==> config.mk <==
export PLATFORM = sky130hd
export DESIGN_NAME = sensor_record_stream_deframer_core
export DESIGN_NICKNAME = d
export VERILOG_FILES = /design/src/srsd_pkg.sv /design/src/srsd_front.sv /design/src/srsd_queue.sv /design/src/srsd_back.sv /design/src/sensor_record_stream_deframer_core.sv
export SDC_FILE = /design/constraint.sdc
export NUM_CORES = 2
export LEC_CHECK = 0
export BUFFER_PORTS_ARGS = -buffer_cell sky130_fd_sc_hd__buf_2
export CAP_MARGIN = 5
export CELL_PAD_IN_SITES_DETAIL_PLACEMENT = 1
export CELL_PAD_IN_SITES_GLOBAL_PLACEMENT = 2
export CORE_AREA = 2 2 280 282
export CTS_BUF_LIST = sky130_fd_sc_hd__clkbuf_8
export CTS_CLUSTER_DIAMETER = 120
export DETAILED_ROUTE_END_ITERATION = 10
export DIE_AREA = 0 0 282 284
export PLACE_DENSITY = 0.95
export RECOVER_POWER = 50
export SKIP_LAST_GASP = 1
export SLEW_MARGIN = 20
export SYNTH_ARGS = -nofsm -noshare
export SYNTH_HDL_FRONTEND = slang
export SYNTH_SLANG_ARGS = --single-unit
==> constraint.sdc <==
create_clock -name clock -period 13.99 [get_ports clock]
set_input_delay 0.6995 -clock clock [delete_from_list [all_inputs] [get_ports clock]]
set_output_delay 0.6995 -clock clock [all_outputs]
set_load 0.05 [all_outputs]
==> src/srsd_pkg.sv <==
// Shared types and constants of the sensor record stream deframer.
// Used by the parser front end, the entry queue and the result emitter.
// Depends on nothing.
`default_nettype none

package srsd_pkg;

   // Record type codes
   localparam logic [7:0] TYPE_IMAGE = 8'h00;
   localparam logic [7:0] TYPE_GYRO  = 8'h01;
   localparam logic [7:0] TYPE_ACCEL = 8'h02;
   localparam logic [7:0] TYPE_MAG   = 8'h03;
   localparam logic [7:0] TYPE_ALT   = 8'h04;
   localparam logic [7:0] TYPE_GPS   = 8'h05;
   localparam logic [7:0] TYPE_H264  = 8'h08;

   // Field index codes
   localparam logic [2:0] FIELD_TIMESTAMP = 3'd0;
   localparam logic [2:0] FIELD_FIRST     = 3'd1;
   localparam logic [2:0] FIELD_HEIGHT    = 3'd2;
   localparam logic [2:0] FIELD_LAST_UNIT = 3'd3;
   localparam logic [2:0] FIELD_END       = 3'd7;

   // Bit of the enable mask that gates unknown-type reports
   localparam int unsigned UNKNOWN_ENABLE_BIT = 6;
   localparam int unsigned ENABLE_W           = 7;

   // One result item
   typedef struct packed {
      logic [7:0]  record_type;
      logic [2:0]  field_index;
      logic [63:0] value;
      logic        is_payload_byte;
      logic        unit_end;
      logic        record_end;
      logic        unknown_type;
   } result_type;

   // One queue entry: a result, optionally led by the Annex B start code
   typedef struct packed {
      result_type res;
      logic       start_code;
   } entry_type;

endpackage

`default_nettype wire

==> src/srsd_front.sv <==
// Parser front end: accepts stream bytes, tracks the record position and
// pushes one classified entry per completed field or payload byte. Depends on srsd_pkg.
`default_nettype none

module srsd_front (
   input  wire logic                              clock,
   input  wire logic                              reset,
   input  wire logic                              csr_write_enable,
   input  wire logic [srsd_pkg::ENABLE_W-1:0]     csr_type_enable,
   input  wire logic                              accept,
   input  wire logic [7:0]                        data_byte,
   output logic                                   ent_push,
   output srsd_pkg::entry_type                    ent
);

   typedef enum logic [7:0] {
      PH_TYPE   = 8'b0000_0001,
      PH_TS     = 8'b0000_0010,
      PH_WIDTH  = 8'b0000_0100,
      PH_HEIGHT = 8'b0000_1000,
      PH_PIXELS = 8'b0001_0000,
      PH_VALUES = 8'b0010_0000,
      PH_LEN    = 8'b0100_0000,
      PH_UNIT   = 8'b1000_0000
   } phase_type;

   phase_type                       phase_ff, phase_in;
   logic [2:0]                      bc_ff, bc_in;
   logic [63:0]                     shift_ff, shift_in;
   logic [7:0]                      type_ff, type_in;
   logic [31:0]                     rem_ff, rem_in;
   logic [31:0]                     width_ff, width_in;
   logic [2:0]                      fnum_ff, fnum_in;
   logic                            pend_ff, pend_in;
   logic [srsd_pkg::ENABLE_W-1:0]   mask_ff;

   logic [63:0] shifted;
   logic [31:0] v32;
   logic [63:0] prod_full;
   logic [31:0] area;
   logic [3:0]  bc_next;
   logic        done8;
   logic        done4;
   logic [31:0] rem_dec;
   logic        emit;
   logic        enabled;

   assign shifted   = {data_byte, shift_ff[63:8]};
   assign v32       = shifted[63:32];
   assign prod_full = width_ff * v32;
   assign area      = prod_full[31:0];
   assign bc_next   = {1'b0, bc_ff} + 4'd1;
   assign done8     = (bc_ff == 3'd7);
   assign done4     = (bc_next >= 4'd4);
   assign rem_dec   = rem_ff - 32'd1;

   // Gate results by the per-type enable mask
   always_comb begin
      if (type_ff <= srsd_pkg::TYPE_GPS) begin
         enabled = mask_ff[type_ff[2:0]];
      end else if (type_ff == srsd_pkg::TYPE_H264) begin
         enabled = mask_ff[0];
      end else begin
         enabled = mask_ff[srsd_pkg::UNKNOWN_ENABLE_BIT];
      end
   end

   assign ent_push = accept && emit && enabled;

   // Advance the parse position and build the entry for this byte
   always_comb begin
      phase_in = phase_ff;
      bc_in    = bc_ff;
      shift_in = shift_ff;
      type_in  = type_ff;
      rem_in   = rem_ff;
      width_in = width_ff;
      fnum_in  = fnum_ff;
      pend_in  = pend_ff;
      emit     = 1'b0;
      ent      = '0;
      ent.res.record_type = type_ff;
      if (accept) begin
         case (phase_ff)
            PH_TYPE: begin
               type_in  = data_byte;
               bc_in    = 3'd0;
               phase_in = PH_TS;
            end
            PH_TS: begin
               shift_in = shifted;
               bc_in    = done8 ? 3'd0 : bc_next[2:0];
               if (done8) begin
                  emit = 1'b1;
                  ent.res.field_index = srsd_pkg::FIELD_TIMESTAMP;
                  ent.res.value       = shifted;
                  if (type_ff == srsd_pkg::TYPE_IMAGE) begin
                     phase_in = PH_WIDTH;
                  end else if (type_ff <= srsd_pkg::TYPE_GPS) begin
                     if (type_ff <= srsd_pkg::TYPE_MAG) begin
                        rem_in = 32'd3;
                     end else if (type_ff == srsd_pkg::TYPE_ALT) begin
                        rem_in = 32'd2;
                     end else begin
                        rem_in = 32'd5;
                     end
                     fnum_in  = srsd_pkg::FIELD_FIRST;
                     phase_in = PH_VALUES;
                  end else if (type_ff == srsd_pkg::TYPE_H264) begin
                     fnum_in  = srsd_pkg::FIELD_FIRST;
                     phase_in = PH_LEN;
                  end else begin
                     ent.res.field_index  = srsd_pkg::FIELD_END;
                     ent.res.value        = '0;
                     ent.res.record_end   = 1'b1;
                     ent.res.unknown_type = 1'b1;
                     phase_in             = PH_TYPE;
                  end
               end
            end
            PH_WIDTH: begin
               shift_in = shifted;
               bc_in    = done4 ? 3'd0 : bc_next[2:0];
               if (done4) begin
                  emit                = 1'b1;
                  width_in            = v32;
                  ent.res.field_index = srsd_pkg::FIELD_FIRST;
                  ent.res.value       = {32'd0, v32};
                  phase_in            = PH_HEIGHT;
               end
            end
            PH_HEIGHT: begin
               shift_in = shifted;
               bc_in    = done4 ? 3'd0 : bc_next[2:0];
               if (done4) begin
                  emit                = 1'b1;
                  rem_in              = area;
                  ent.res.field_index = srsd_pkg::FIELD_HEIGHT;
                  ent.res.value       = {32'd0, v32};
                  ent.res.record_end  = (area == 32'd0);
                  phase_in            = (area == 32'd0) ? PH_TYPE : PH_PIXELS;
               end
            end
            PH_PIXELS: begin
               emit                    = 1'b1;
               rem_in                  = rem_dec;
               ent.res.field_index     = srsd_pkg::FIELD_LAST_UNIT;
               ent.res.value           = {56'd0, data_byte};
               ent.res.is_payload_byte = 1'b1;
               ent.res.unit_end        = (rem_dec == 32'd0);
               ent.res.record_end      = (rem_dec == 32'd0);
               if (rem_dec == 32'd0) begin
                  phase_in = PH_TYPE;
               end
            end
            PH_VALUES: begin
               shift_in = shifted;
               bc_in    = done8 ? 3'd0 : bc_next[2:0];
               if (done8) begin
                  emit                = 1'b1;
                  rem_in              = rem_dec;
                  ent.res.field_index = fnum_ff;
                  ent.res.value       = shifted;
                  ent.res.record_end  = (rem_dec == 32'd0);
                  fnum_in             = fnum_ff + 3'd1;
                  if (rem_dec == 32'd0) begin
                     phase_in = PH_TYPE;
                  end
               end
            end
            PH_LEN: begin
               shift_in = shifted;
               bc_in    = done4 ? 3'd0 : bc_next[2:0];
               if (done4) begin
                  if (v32 != 32'd0) begin
                     rem_in   = v32;
                     pend_in  = 1'b1;
                     phase_in = PH_UNIT;
                  end else if (fnum_ff >= srsd_pkg::FIELD_LAST_UNIT) begin
                     // Zero NAL length closes the record
                     emit                = 1'b1;
                     ent.res.field_index = srsd_pkg::FIELD_END;
                     ent.res.value       = '0;
                     ent.res.record_end  = 1'b1;
                     phase_in            = PH_TYPE;
                  end else begin
                     // Empty SPS or PPS: skip to the next length
                     fnum_in = fnum_ff + 3'd1;
                  end
               end
            end
            PH_UNIT: begin
               emit                    = 1'b1;
               pend_in                 = 1'b0;
               rem_in                  = rem_dec;
               ent.start_code          = pend_ff;
               ent.res.field_index     = fnum_ff;
               ent.res.value           = {56'd0, data_byte};
               ent.res.is_payload_byte = 1'b1;
               ent.res.unit_end        = (rem_dec == 32'd0);
               if (rem_dec == 32'd0) begin
                  phase_in = PH_LEN;
                  if (fnum_ff < srsd_pkg::FIELD_LAST_UNIT) begin
                     fnum_in = fnum_ff + 3'd1;
                  end
               end
            end
            default: begin
               phase_in = PH_TYPE;
            end
         endcase
      end
   end

   // Hold parse state
   always_ff @(posedge clock) begin
      if (reset) begin
         phase_ff <= PH_TYPE;
         bc_ff    <= 3'd0;
         type_ff  <= 8'd0;
         rem_ff   <= 32'd0;
         fnum_ff  <= 3'd0;
         pend_ff  <= 1'b0;
         mask_ff  <= '0;
      end else begin
         phase_ff <= phase_in;
         bc_ff    <= bc_in;
         type_ff  <= type_in;
         rem_ff   <= rem_in;
         fnum_ff  <= fnum_in;
         pend_ff  <= pend_in;
         if (csr_write_enable) begin
            mask_ff <= csr_type_enable;
         end
      end
   end

   // Field assembly registers carry no reset
   always_ff @(posedge clock) begin
      shift_ff <= shift_in;
      width_ff <= width_in;
   end

endmodule

`default_nettype wire

==> src/srsd_queue.sv <==
// Short entry queue between parser front end and result emitter.
// Depends on srsd_pkg.
`default_nettype none

module srsd_queue #(
   parameter int unsigned DEPTH = 4
) (
   input  wire logic                 clock,
   input  wire logic                 reset,
   input  wire logic                 push,
   input  wire srsd_pkg::entry_type  push_data,
   input  wire logic                 pop,
   output srsd_pkg::entry_type       head,
   output logic                      empty,
   output logic                      full
);

   localparam int unsigned PTR_W = (DEPTH > 1) ? $clog2(DEPTH) : 1;
   localparam int unsigned CNT_W = $clog2(DEPTH + 1);
   localparam logic [PTR_W-1:0] LAST_PTR = PTR_W'(DEPTH - 1);
   localparam logic [CNT_W-1:0] FULL_CNT = CNT_W'(DEPTH);

   srsd_pkg::entry_type slots_ff [DEPTH];
   logic [PTR_W-1:0]    wr_ptr_ff, wr_ptr_in;
   logic [PTR_W-1:0]    rd_ptr_ff, rd_ptr_in;
   logic [CNT_W-1:0]    count_ff, count_in;
   logic                do_push;
   logic                do_pop;

   assign empty   = (count_ff == '0);
   assign full    = (count_ff == FULL_CNT);
   assign do_push = push && !full;
   assign do_pop  = pop && !empty;
   assign head    = slots_ff[rd_ptr_ff];

   // Advance pointers and occupancy
   always_comb begin
      wr_ptr_in = wr_ptr_ff;
      rd_ptr_in = rd_ptr_ff;
      count_in  = count_ff;
      if (do_push) begin
         wr_ptr_in = (wr_ptr_ff == LAST_PTR) ? '0 : wr_ptr_ff + 1'b1;
      end
      if (do_pop) begin
         rd_ptr_in = (rd_ptr_ff == LAST_PTR) ? '0 : rd_ptr_ff + 1'b1;
      end
      if (do_push && !do_pop) begin
         count_in = count_ff + 1'b1;
      end else if (do_pop && !do_push) begin
         count_in = count_ff - 1'b1;
      end
   end

   always_ff @(posedge clock) begin
      if (reset) begin
         wr_ptr_ff <= '0;
         rd_ptr_ff <= '0;
         count_ff  <= '0;
      end else begin
         wr_ptr_ff <= wr_ptr_in;
         rd_ptr_ff <= rd_ptr_in;
         count_ff  <= count_in;
      end
   end

   // Store the pushed entry
   always_ff @(posedge clock) begin
      if (do_push) begin
         slots_ff[wr_ptr_ff] <= push_data;
      end
   end

endmodule

`default_nettype wire

==> src/srsd_back.sv <==
// Result emitter: expands queue entries into result transfers, adding the
// Annex B start code where flagged, behind an output register. Depends on srsd_pkg.
`default_nettype none

module srsd_back (
   input  wire logic                 clock,
   input  wire logic                 reset,
   input  wire srsd_pkg::entry_type  head,
   input  wire logic                 q_empty,
   output logic                      q_pop,
   input  wire logic                 rsp_pop,
   output logic                      rsp_empty,
   output srsd_pkg::result_type      rsp
);

   logic                  valid_ff, valid_in;
   srsd_pkg::result_type  out_ff, out_in;
   logic [1:0]            sub_ff, sub_in;
   logic                  load;
   logic                  in_prefix;

   assign rsp_empty = !valid_ff;
   assign rsp       = out_ff;
   assign load      = !q_empty && (!valid_ff || rsp_pop);
   assign in_prefix = head.start_code && (sub_ff != 2'd3);
   assign q_pop     = load && !in_prefix;

   // Select the next result: start code bytes first, then the entry itself
   always_comb begin
      sub_in   = sub_ff;
      valid_in = valid_ff;
      out_in   = out_ff;
      if (load) begin
         valid_in = 1'b1;
         if (in_prefix) begin
            out_in                 = '0;
            out_in.record_type     = head.res.record_type;
            out_in.field_index     = head.res.field_index;
            out_in.value           = (sub_ff == 2'd2) ? 64'd1 : 64'd0;
            out_in.is_payload_byte = 1'b1;
            sub_in                 = sub_ff + 2'd1;
         end else begin
            out_in = head.res;
            sub_in = 2'd0;
         end
      end else if (rsp_pop) begin
         valid_in = 1'b0;
      end
   end

   always_ff @(posedge clock) begin
      if (reset) begin
         valid_ff <= 1'b0;
         sub_ff   <= 2'd0;
      end else begin
         valid_ff <= valid_in;
         sub_ff   <= sub_in;
      end
   end

   // Output payload holds until the next load
   always_ff @(posedge clock) begin
      out_ff <= out_in;
   end

endmodule

`default_nettype wire

==> src/sensor_record_stream_deframer_core.sv <==
// Top level of the sensor record stream deframer: parser front end, entry
// queue and result emitter. Depends on srsd_pkg, srsd_front, srsd_queue, srsd_back.
//
//   Channel   Handshake            Payload
//   req_      req_push / req_full  req_data_byte[7:0]
//   rsp_      rsp_pop / rsp_empty  rsp_record_type, rsp_field_index, rsp_value,
//                                  rsp_is_payload_byte, rsp_unit_end,
//                                  rsp_record_end, rsp_unknown_type
//   csr_      csr_write_enable     csr_type_enable[6:0]
//
// One byte is taken per cycle while req_full is low; an entry moves from the queue
// into the output register when that register is empty or being popped. The output
// gives one result per cycle while rsp_pop is held and entries wait, and the first
// byte of a NAL unit yields four results (start code bytes plus the byte); the
// QUEUE_DEPTH-entry queue absorbs these bursts and req_full rises only when it
// fills. Reset is synchronous; there is no clearing pass.
`default_nettype none

module sensor_record_stream_deframer_core #(
   parameter int unsigned QUEUE_DEPTH = 4
) (
   input  wire logic        clock,
   input  wire logic        reset,
   input  wire logic        req_push,
   output logic             req_full,
   input  wire logic [7:0]  req_data_byte,
   output logic             rsp_empty,
   input  wire logic        rsp_pop,
   output logic [7:0]       rsp_record_type,
   output logic [2:0]       rsp_field_index,
   output logic [63:0]      rsp_value,
   output logic             rsp_is_payload_byte,
   output logic             rsp_unit_end,
   output logic             rsp_record_end,
   output logic             rsp_unknown_type,
   input  wire logic        csr_write_enable,
   input  wire logic [6:0]  csr_type_enable
);

   logic                  req_accept;
   logic                  ent_push;
   srsd_pkg::entry_type   ent;
   srsd_pkg::entry_type   head;
   logic                  q_empty;
   logic                  q_full;
   logic                  q_pop;
   srsd_pkg::result_type  rsp;

   assign req_full   = q_full;
   assign req_accept = req_push && !q_full;

   srsd_front u_front (
      .clock            (clock),
      .reset            (reset),
      .csr_write_enable (csr_write_enable),
      .csr_type_enable  (csr_type_enable),
      .accept           (req_accept),
      .data_byte        (req_data_byte),
      .ent_push         (ent_push),
      .ent              (ent)
   );

   srsd_queue #(
      .DEPTH (QUEUE_DEPTH)
   ) u_queue (
      .clock     (clock),
      .reset     (reset),
      .push      (ent_push),
      .push_data (ent),
      .pop       (q_pop),
      .head      (head),
      .empty     (q_empty),
      .full      (q_full)
   );

   srsd_back u_back (
      .clock     (clock),
      .reset     (reset),
      .head      (head),
      .q_empty   (q_empty),
      .q_pop     (q_pop),
      .rsp_pop   (rsp_pop),
      .rsp_empty (rsp_empty),
      .rsp       (rsp)
   );

   assign rsp_record_type     = rsp.record_type;
   assign rsp_field_index     = rsp.field_index;
   assign rsp_value           = rsp.value;
   assign rsp_is_payload_byte = rsp.is_payload_byte;
   assign rsp_unit_end        = rsp.unit_end;
   assign rsp_record_end      = rsp.record_end;
   assign rsp_unknown_type    = rsp.unknown_type;

endmodule

`default_nettype wire

* After elaboration in Yosys (flattened, before gate mapping) *
Memories as Yosys holds them, arrays and structs flattened. A register that Yosys moved wholly into a read port is not among the register bits.
Cells that the tools add are included.

storage, ports and cells
  output and inout port bits = 81
  flip-flop bits (word level) = 247
  input port bits = 20
  bits in writable memories = 320
  memories = 1
  word-level logic and storage cells = 195

operators by class
  $add $sub $neg = 8
  equality and inequality tests = 30
  reductions and logical operators = 41
  multipliers = 1
  magnitude comparators = 6
  mux-type cells = 87

memories
  name              depth  width  rd ports  clocked after Yosys merged registers in  wr ports  line              RTL
  u_queue.slots_ff  4      80     1         1                                        1         srsd_queue.sv:23  srsd_pkg::entry_type slots_ff [DEPTH];

operator list
  cell                                                                    number
  67-bit two-way mux                                                      8
  67-bit one-hot mux with 7 select lines                                  1
  32-bit two-way mux                                                      8
  32-bit one-hot mux with 5 select lines                                  1
  8-bit two-way mux                                                       10
  72-bit two-way mux                                                      1
  68-bit two-way mux                                                      1
  66-bit two-way mux                                                      1
  65-bit two-way mux                                                      1
  32-bit zero test                                                        2
  8-bit one-hot mux with 8 select lines                                   1
  3-bit two-way mux                                                       15
  32-bit by 32-bit multiplier with 32-bit output                          1
  32-bit nonzero test                                                     1
  32-bit by 1-bit subtractor with 32-bit output (second input constant)   1
  1-bit two-way mux                                                       20
  2-bit two-way mux                                                       10
  2-bit by 1-bit != test with 1-bit output (second input constant)        9
  8-bit by 3-bit equality test with 1-bit output (second input constant)  2
  8-bit by 4-bit equality test with 1-bit output (second input constant)  2
  7-bit two-way mux                                                       2
  3-bit one-hot mux with 4 select lines                                   1
  11-bit AND reduction                                                    1
  1-bit logical AND                                                       10
  other kinds (42)                                                        63

* Longest topological paths before layout *
  depth in word-level cells = 13
  depth in mapped cells = 30
  gate-level depth less buffers = 27

* Modules after synthesis *
From an unflattened synthesis, not the netlist that was laid out.

second synthesis, totals
  cells, all modules = 3182
  area, all modules = 38567.0 sq um

modules (own cells, without submodules)
  module                              seq. area each (sq um)  times used  cells an instance  area each (sq um)
  srsd_front                          3883.7                  1           2540               23535.1
  srsd_queue                          9789.4                  1           468                12015.3
  srsd_back                           2432.3                  1           173                3002.9
  sensor_record_stream_deframer_core  0.0                     1           1                  13.8

* Least setup slack after synthesis *
OpenSTA, ideal clock, no wires.

  path type = register -> register
  start point = register u_front.shift_ff[45]
  end point = memory u_queue.slots_ff[0][2] (netlist bit), data pin
  setup time = 0.187 ns
  data arrival time = 7.677 ns
  required time = 13.803 ns
  cell stages (with the launch flop) = 27
  clock period less this slack = 7.864 ns
  path buffers = 3
  path slack = 6.126 ns
  cells stage by stage = edfxtp_1 > clkbuf_1 > clkbuf_1 > and2_1 > fa_1 > fa_1 > fa_1 > inv_1 > fa_1 > inv_1 > fa_1 > fa_1 > fa_1 > fa_1 > ha_1 > clkbuf_1 > nand4_1 > nor4_1 > a211o_1 > a211o_1 > a21oi_2 > xnor2_1 > or4_1 > nor4_2 > nand4_1 > or3_1 > a31oi_1

RTL lines
  what                    line               RTL
  start, declared         srsd_front.sv:29   logic [63:0] shift_ff, shift_in;
  start signal, assigned  srsd_front.sv:240  shift_ff <= shift_in;
  end, declared           srsd_queue.sv:23

==> summary.txt <==
Yosys
  • Async set-or-reset flop fraction in the synthesized netlist: 0%
  • Sequential cell area fraction in the yosys report: between 40 and 50%
  • Simple logic cell fraction of the synthesized area: roughly 13%
  • Compound-Gate Fraction of Synth Area: 4.929%
  • Number of instances in the synthesized netlist: 3140
  • Main combinational cell family by area after synthesis: adder cells
  • Portion of synthesized cell area occupied by the leading cell type: a little under two fifths
  • Synth area leaders: sky130_fd_sc_hd__edfxtp_1, sky130_fd_sc_hd__fa_1, sky130_fd_sc_hd__and2_1
  • Xor/xnor share of the synthesized area: roughly 2.6%
  • Number of warnings printed during yosys synthesis: 0
  • Portion of netlist area occupied by mux cells: under 10%
  • Primary FF master, synth: sky130_fd_sc_hd__edfxtp_1
  • Library cells used by synthesis: 76
  • #FFs+latches synth: about 560
  • Library cell with the largest summed area after synthesis: sky130_fd_sc_hd__edfxtp_1
  • Post-synthesis average cell area: between 10 and 15 sq um
  • Post-synthesis share of cell area spent on full adders, half adders and majority gates: approximately 26%
  • Post-Syn Area: between 0.03 and 0.04 sq mm
  • Number of flops mapped to enable cells by yosys: about 490
  • Total nets after synthesis: between 3000 and 4000

Setup path
  • Critical path depth in cells: 25
  • Max incr delay on CP: between 1.5 and 2 ns
  • Worst setup EP type: flop
  • Type of the worst setup path: flop to flop
  • Crit path max-delay cell type: sky130_fd_sc_hd__clkbuf_1
  • Minimum setup slack among reg-to-reg paths: roughly 3.7 ns
  • Maximum fanout along the worst path: 35
  • R2r startpoint: u_front.shift_ff[43]
  • Critical path buffers and inverters: 5
  • CP delay by family, top: adder cells
  • Length in cells of the worst reg-to-reg path: 25
  • Required time of the worst setup path: between 10 and 15 ns
  • Endpoint of the worst setup timing path: u_queue.slots_ff[0][2]
  • Critical path launch point type: flop
  • Reg-to-Reg End: u_queue.slots_ff[0][2]
  • Cell with the most instances on the worst path: sky130_fd_sc_hd__fa_1
  • Arrival time of data at the critical path endpoint: between 10 and 15 ns
  • Critical Path Start: u_front.shift_ff[43]

Outcome
  • Outcome: finished with violations
  • Violations in the final reports: capacitance limit, slew limit

Clocking
  • Number of resized instances in the post-cts repair step: 0
  • Sinks on the clock net: approximately 560
  • Cts bufs inserted: 91
  • Number of buffers inserted by hold repair at cts: 0
  • Clock latency on the worst-skew pair: 0.70 ns
  • Buffer depth of the longest clock path: 3
  • Clock transition time at the flip-flop clock pins of the worst setup and hold paths: approximately 0.070 ns
  • H-tree levels: 3
  • Number of buffers inserted by post-CTS setup repair: 0
  • Clock tree from TritonCTS: done
  • Root buffer selected by CTS: sky130_fd_sc_hd__clkbuf_8

Pwr
  • Total Power Consumption: approximately 5.6 mW
  • Power density over cell area: 136.6 mW/mm^2
  • Standby leakage power: 16.72 nW
  • Worst supply voltage drop on vdd: between 0.0001 and 0.00015 V

Layout
  • Sequential cell area: 0.01611 sq mm
  • Count of nets after finishing: around 3800
  • Most common cell after layout, fill and taps aside: sky130_fd_sc_hd__edfxtp_1
  • Layout cell share with drive strength beyond 1: under 10%
  • Fill cell count: 7925
  • Multi-input gate area in the final layout: about 0.02 sq mm
  • Post-layout instance count excluding filler cells: between 4000 and 5000
  • Leading cell types in the layout, fill and taps excluded: sky130_fd_sc_hd__edfxtp_1, sky130_fd_sc_hd__inv_1, sky130_fd_sc_hd__fa_1
  • Core Util, Final: a little over half
  • P&R area growth vs syn: 8.101%
  • Final non-filler cell area: about 0.041 sq mm

Floorplanning
  • Area of the core: between 0.07 and 0.08 sq mm
  • Chip height: between 200 and 300 microns
  • Effective utilization at floorplan: 49.71%
  • Area enclosed by the die boundary: 0.08009 sq mm
  • Die outline width: 282 microns
  • Number of primary I/O pins: around 100
  • Standard-cell row count: between 100 and 150

Routing
  • Vias per cell: around 6
  • Post-detailed-routing wire length: around 120000 microns
  • Initial detailed-routing violation count: 2553
  • Routed vias: 25400
  • Routed WL per cell: around 27 microns
  • Router iterations before antenna repair: 10
  • Post-route DRC: 0
  • Count of nets left with antenna violations after detail routing: 0

Placed design
  • DP Worst Slack: a little over 5 ns
  • Dpl hpwl: about 79000 microns
  • Port Buf Inserts: 100
  • Placed Cells incl. Taps: 4159
  • GPL Wtd Cong: between 0.8 and 0.9
  • Placed cell areas: between 0.03 and 0.04 sq mm

STA
  • Number of endpoints failing setup at the final stage: 0
  • Number of hold violations in the final report: 0
  • Final critical path time including I/O delays and setup: 10.25 ns
  • Count of pins over their slew limit: 1006
  • Fmax: 0.09759 GHz
  • Min setup slack post-route: around 3.7 ns
  • Final Cycle Share: 73.25%
  • Post-Route Setup TNS: 0 ns
  • Remaining max-slew budget at the tightest pin: -146.1%
  • Unrepaired setup endpoints after global routing: false
  • Worst hold slack after final layout: 0.2499 ns
  • Largest clock skew in the final design: approximately 0.062 ns
  • Worst Max-Slew Pin Slew: roughly 3.7 ns

Flow run
  • Number of maximum-capacitance violations: 33

Min path
  • Worst hold path class: input port to flop
  • Number of cells on the worst hold path: 3

Global route
  • Global-route wire length before repair: approximately 180000 microns
  • Number of antenna violations at the first check in global routing: 7
  • Global routing usage summed across all routing layers: between 30% and 40%
  • Sum of overflow across all layers after global routing: 0
  • Number of global-route vias before repair: roughly 29000
  • Largest net degree at the start of global routing: 73
[worst register-to-register path: cells and delay by family (launching register included)]
family                     cells  cell delay, ns
DFF                            1            0.33
adders and majority gates      9            4.29
xor gates and xnor gates       1            0.19
and+or+nand+nor                5            1.97
buffers and inverters          5            1.97
AOI/OAI and AO/OA              5            1.34
[power by group]
part	internal [mW]	switching, mW	total (mW)
clock network	0.707	0.738	1.44
registers	1.87	0.0362	1.91
logic	0.854	1.44	2.30
[synthesized netlist by cell type, types with 4 or more instances]
master and instances:
sky130_fd_sc_hd__a211o_1 4, sky130_fd_sc_hd__a211oi_1 9, sky130_fd_sc_hd__a21o_1 9, sky130_fd_sc_hd__a21oi_1 65, sky130_fd_sc_hd__a221oi_1 12, sky130_fd_sc_hd__a222oi_1 20, sky130_fd_sc_hd__a22o_1 21, sky130_fd_sc_hd__a22oi_1 25
sky130_fd_sc_hd__a31oi_1 7, sky130_fd_sc_hd__and2_1 347, sky130_fd_sc_hd__and3_1 7, sky130_fd_sc_hd__buf_1 8, sky130_fd_sc_hd__buf_2 4, sky130_fd_sc_hd__clkbuf_1 167, sky130_fd_sc_hd__dfxtp_1 74, sky130_fd_sc_hd__edfxtp_1 487
sky130_fd_sc_hd__fa_1 409, sky130_fd_sc_hd__ha_1 137, sky130_fd_sc_hd__inv_1 399, sky130_fd_sc_hd__mux2i_1 24, sky130_fd_sc_hd__mux4_2 80, sky130_fd_sc_hd__nand2_1 258, sky130_fd_sc_hd__nand2b_1 9, sky130_fd_sc_hd__nand3_1 15
sky130_fd_sc_hd__nand3b_1 4, sky130_fd_sc_hd__nand4_1 12, sky130_fd_sc_hd__nand4b_1 5, sky130_fd_sc_hd__nor2_1 134, sky130_fd_sc_hd__nor2b_1 75, sky130_fd_sc_hd__nor3_1 29, sky130_fd_sc_hd__nor3b_1 8, sky130_fd_sc_hd__nor4_1 22
sky130_fd_sc_hd__o21a_1 8, sky130_fd_sc_hd__o21ai_0 44, sky130_fd_sc_hd__o21ai_1 4, sky130_fd_sc_hd__o21bai_1 5, sky130_fd_sc_hd__o221ai_1 5, sky130_fd_sc_hd__o22ai_1 5, sky130_fd_sc_hd__or2_2 5, sky130_fd_sc_hd__or3_1 13
sky130_fd_sc_hd__or4_1 7, sky130_fd_sc_hd__xnor2_1 82, sky130_fd_sc_hd__xor2_1 30
[worst min path at each step]
stage / start / endpoint / slack, ns
final: csr_type_enable[6] / u_front.mask_ff[6] / 0.25
after global routing: csr_type_enable[0] / u_front.mask_ff[0] / 0.24
after CTS: csr_type_enable[6] / u_front.mask_ff[6] / 0.22
after detailed placement: u_front.shift_ff[36] / u_front.shift_ff[28] / 0.44
after floorplan: u_front.shift_ff[18] / u_front.shift_ff[10] / 0.43
after global placement: u_front.shift_ff[25] / u_front.shift_ff[17] / 0.44
[cells by family after synthesis]
kind of cell | after synthesis
AO/OA/AOI/OAI | 267
buffers and inverters | 579
adder cells (fa/ha/maj) | 546
XOR/XNOR | 112
multiplexers | 107
flip-flops | 561
AND/OR/NAND/NOR | 968
[flip-flops by register name, indices dropped and copies added, names as in the netlist, 2 cells and up, named ones only]
signal,cells
u_front.width_ff,32
u_front.bc_ff,3
u_queue.slots_ff,320
u_front.type_ff,8
u_queue.count_ff,3
u_back.rsp,79
u_queue.wr_ptr_ff,2
u_front.mask_ff,7
u_front.phase_ff,8
u_queue.rd_ptr_ff,2
u_front.rem_ff,32
u_front.shift_ff,56
u_front.fnum_ff,3
u_back.sub_ff,2
[layer usage]
layer,vias to the layer above,track usage (%),wire length (microns)
met4,0,12.43,5103
met3,292,4.792,8010
met1,13360,37.65,44490
li1,10660,-,-
met2,1088,51.93,59600
met5,-,0,0
[layout make-up]
type                    count  share of cell area, %
multi-input cells        2000                  48.28
flip-flops and latches    561                  38.95
inverters                 399                  3.624
clock buffers              97                  3.228
well taps                1040                  3.146
repair buffers            159                  1.706
clock inverters            71                  1.029
diodes                      5                0.03025
Note: power is estimated with default switching activity, not from simulation.
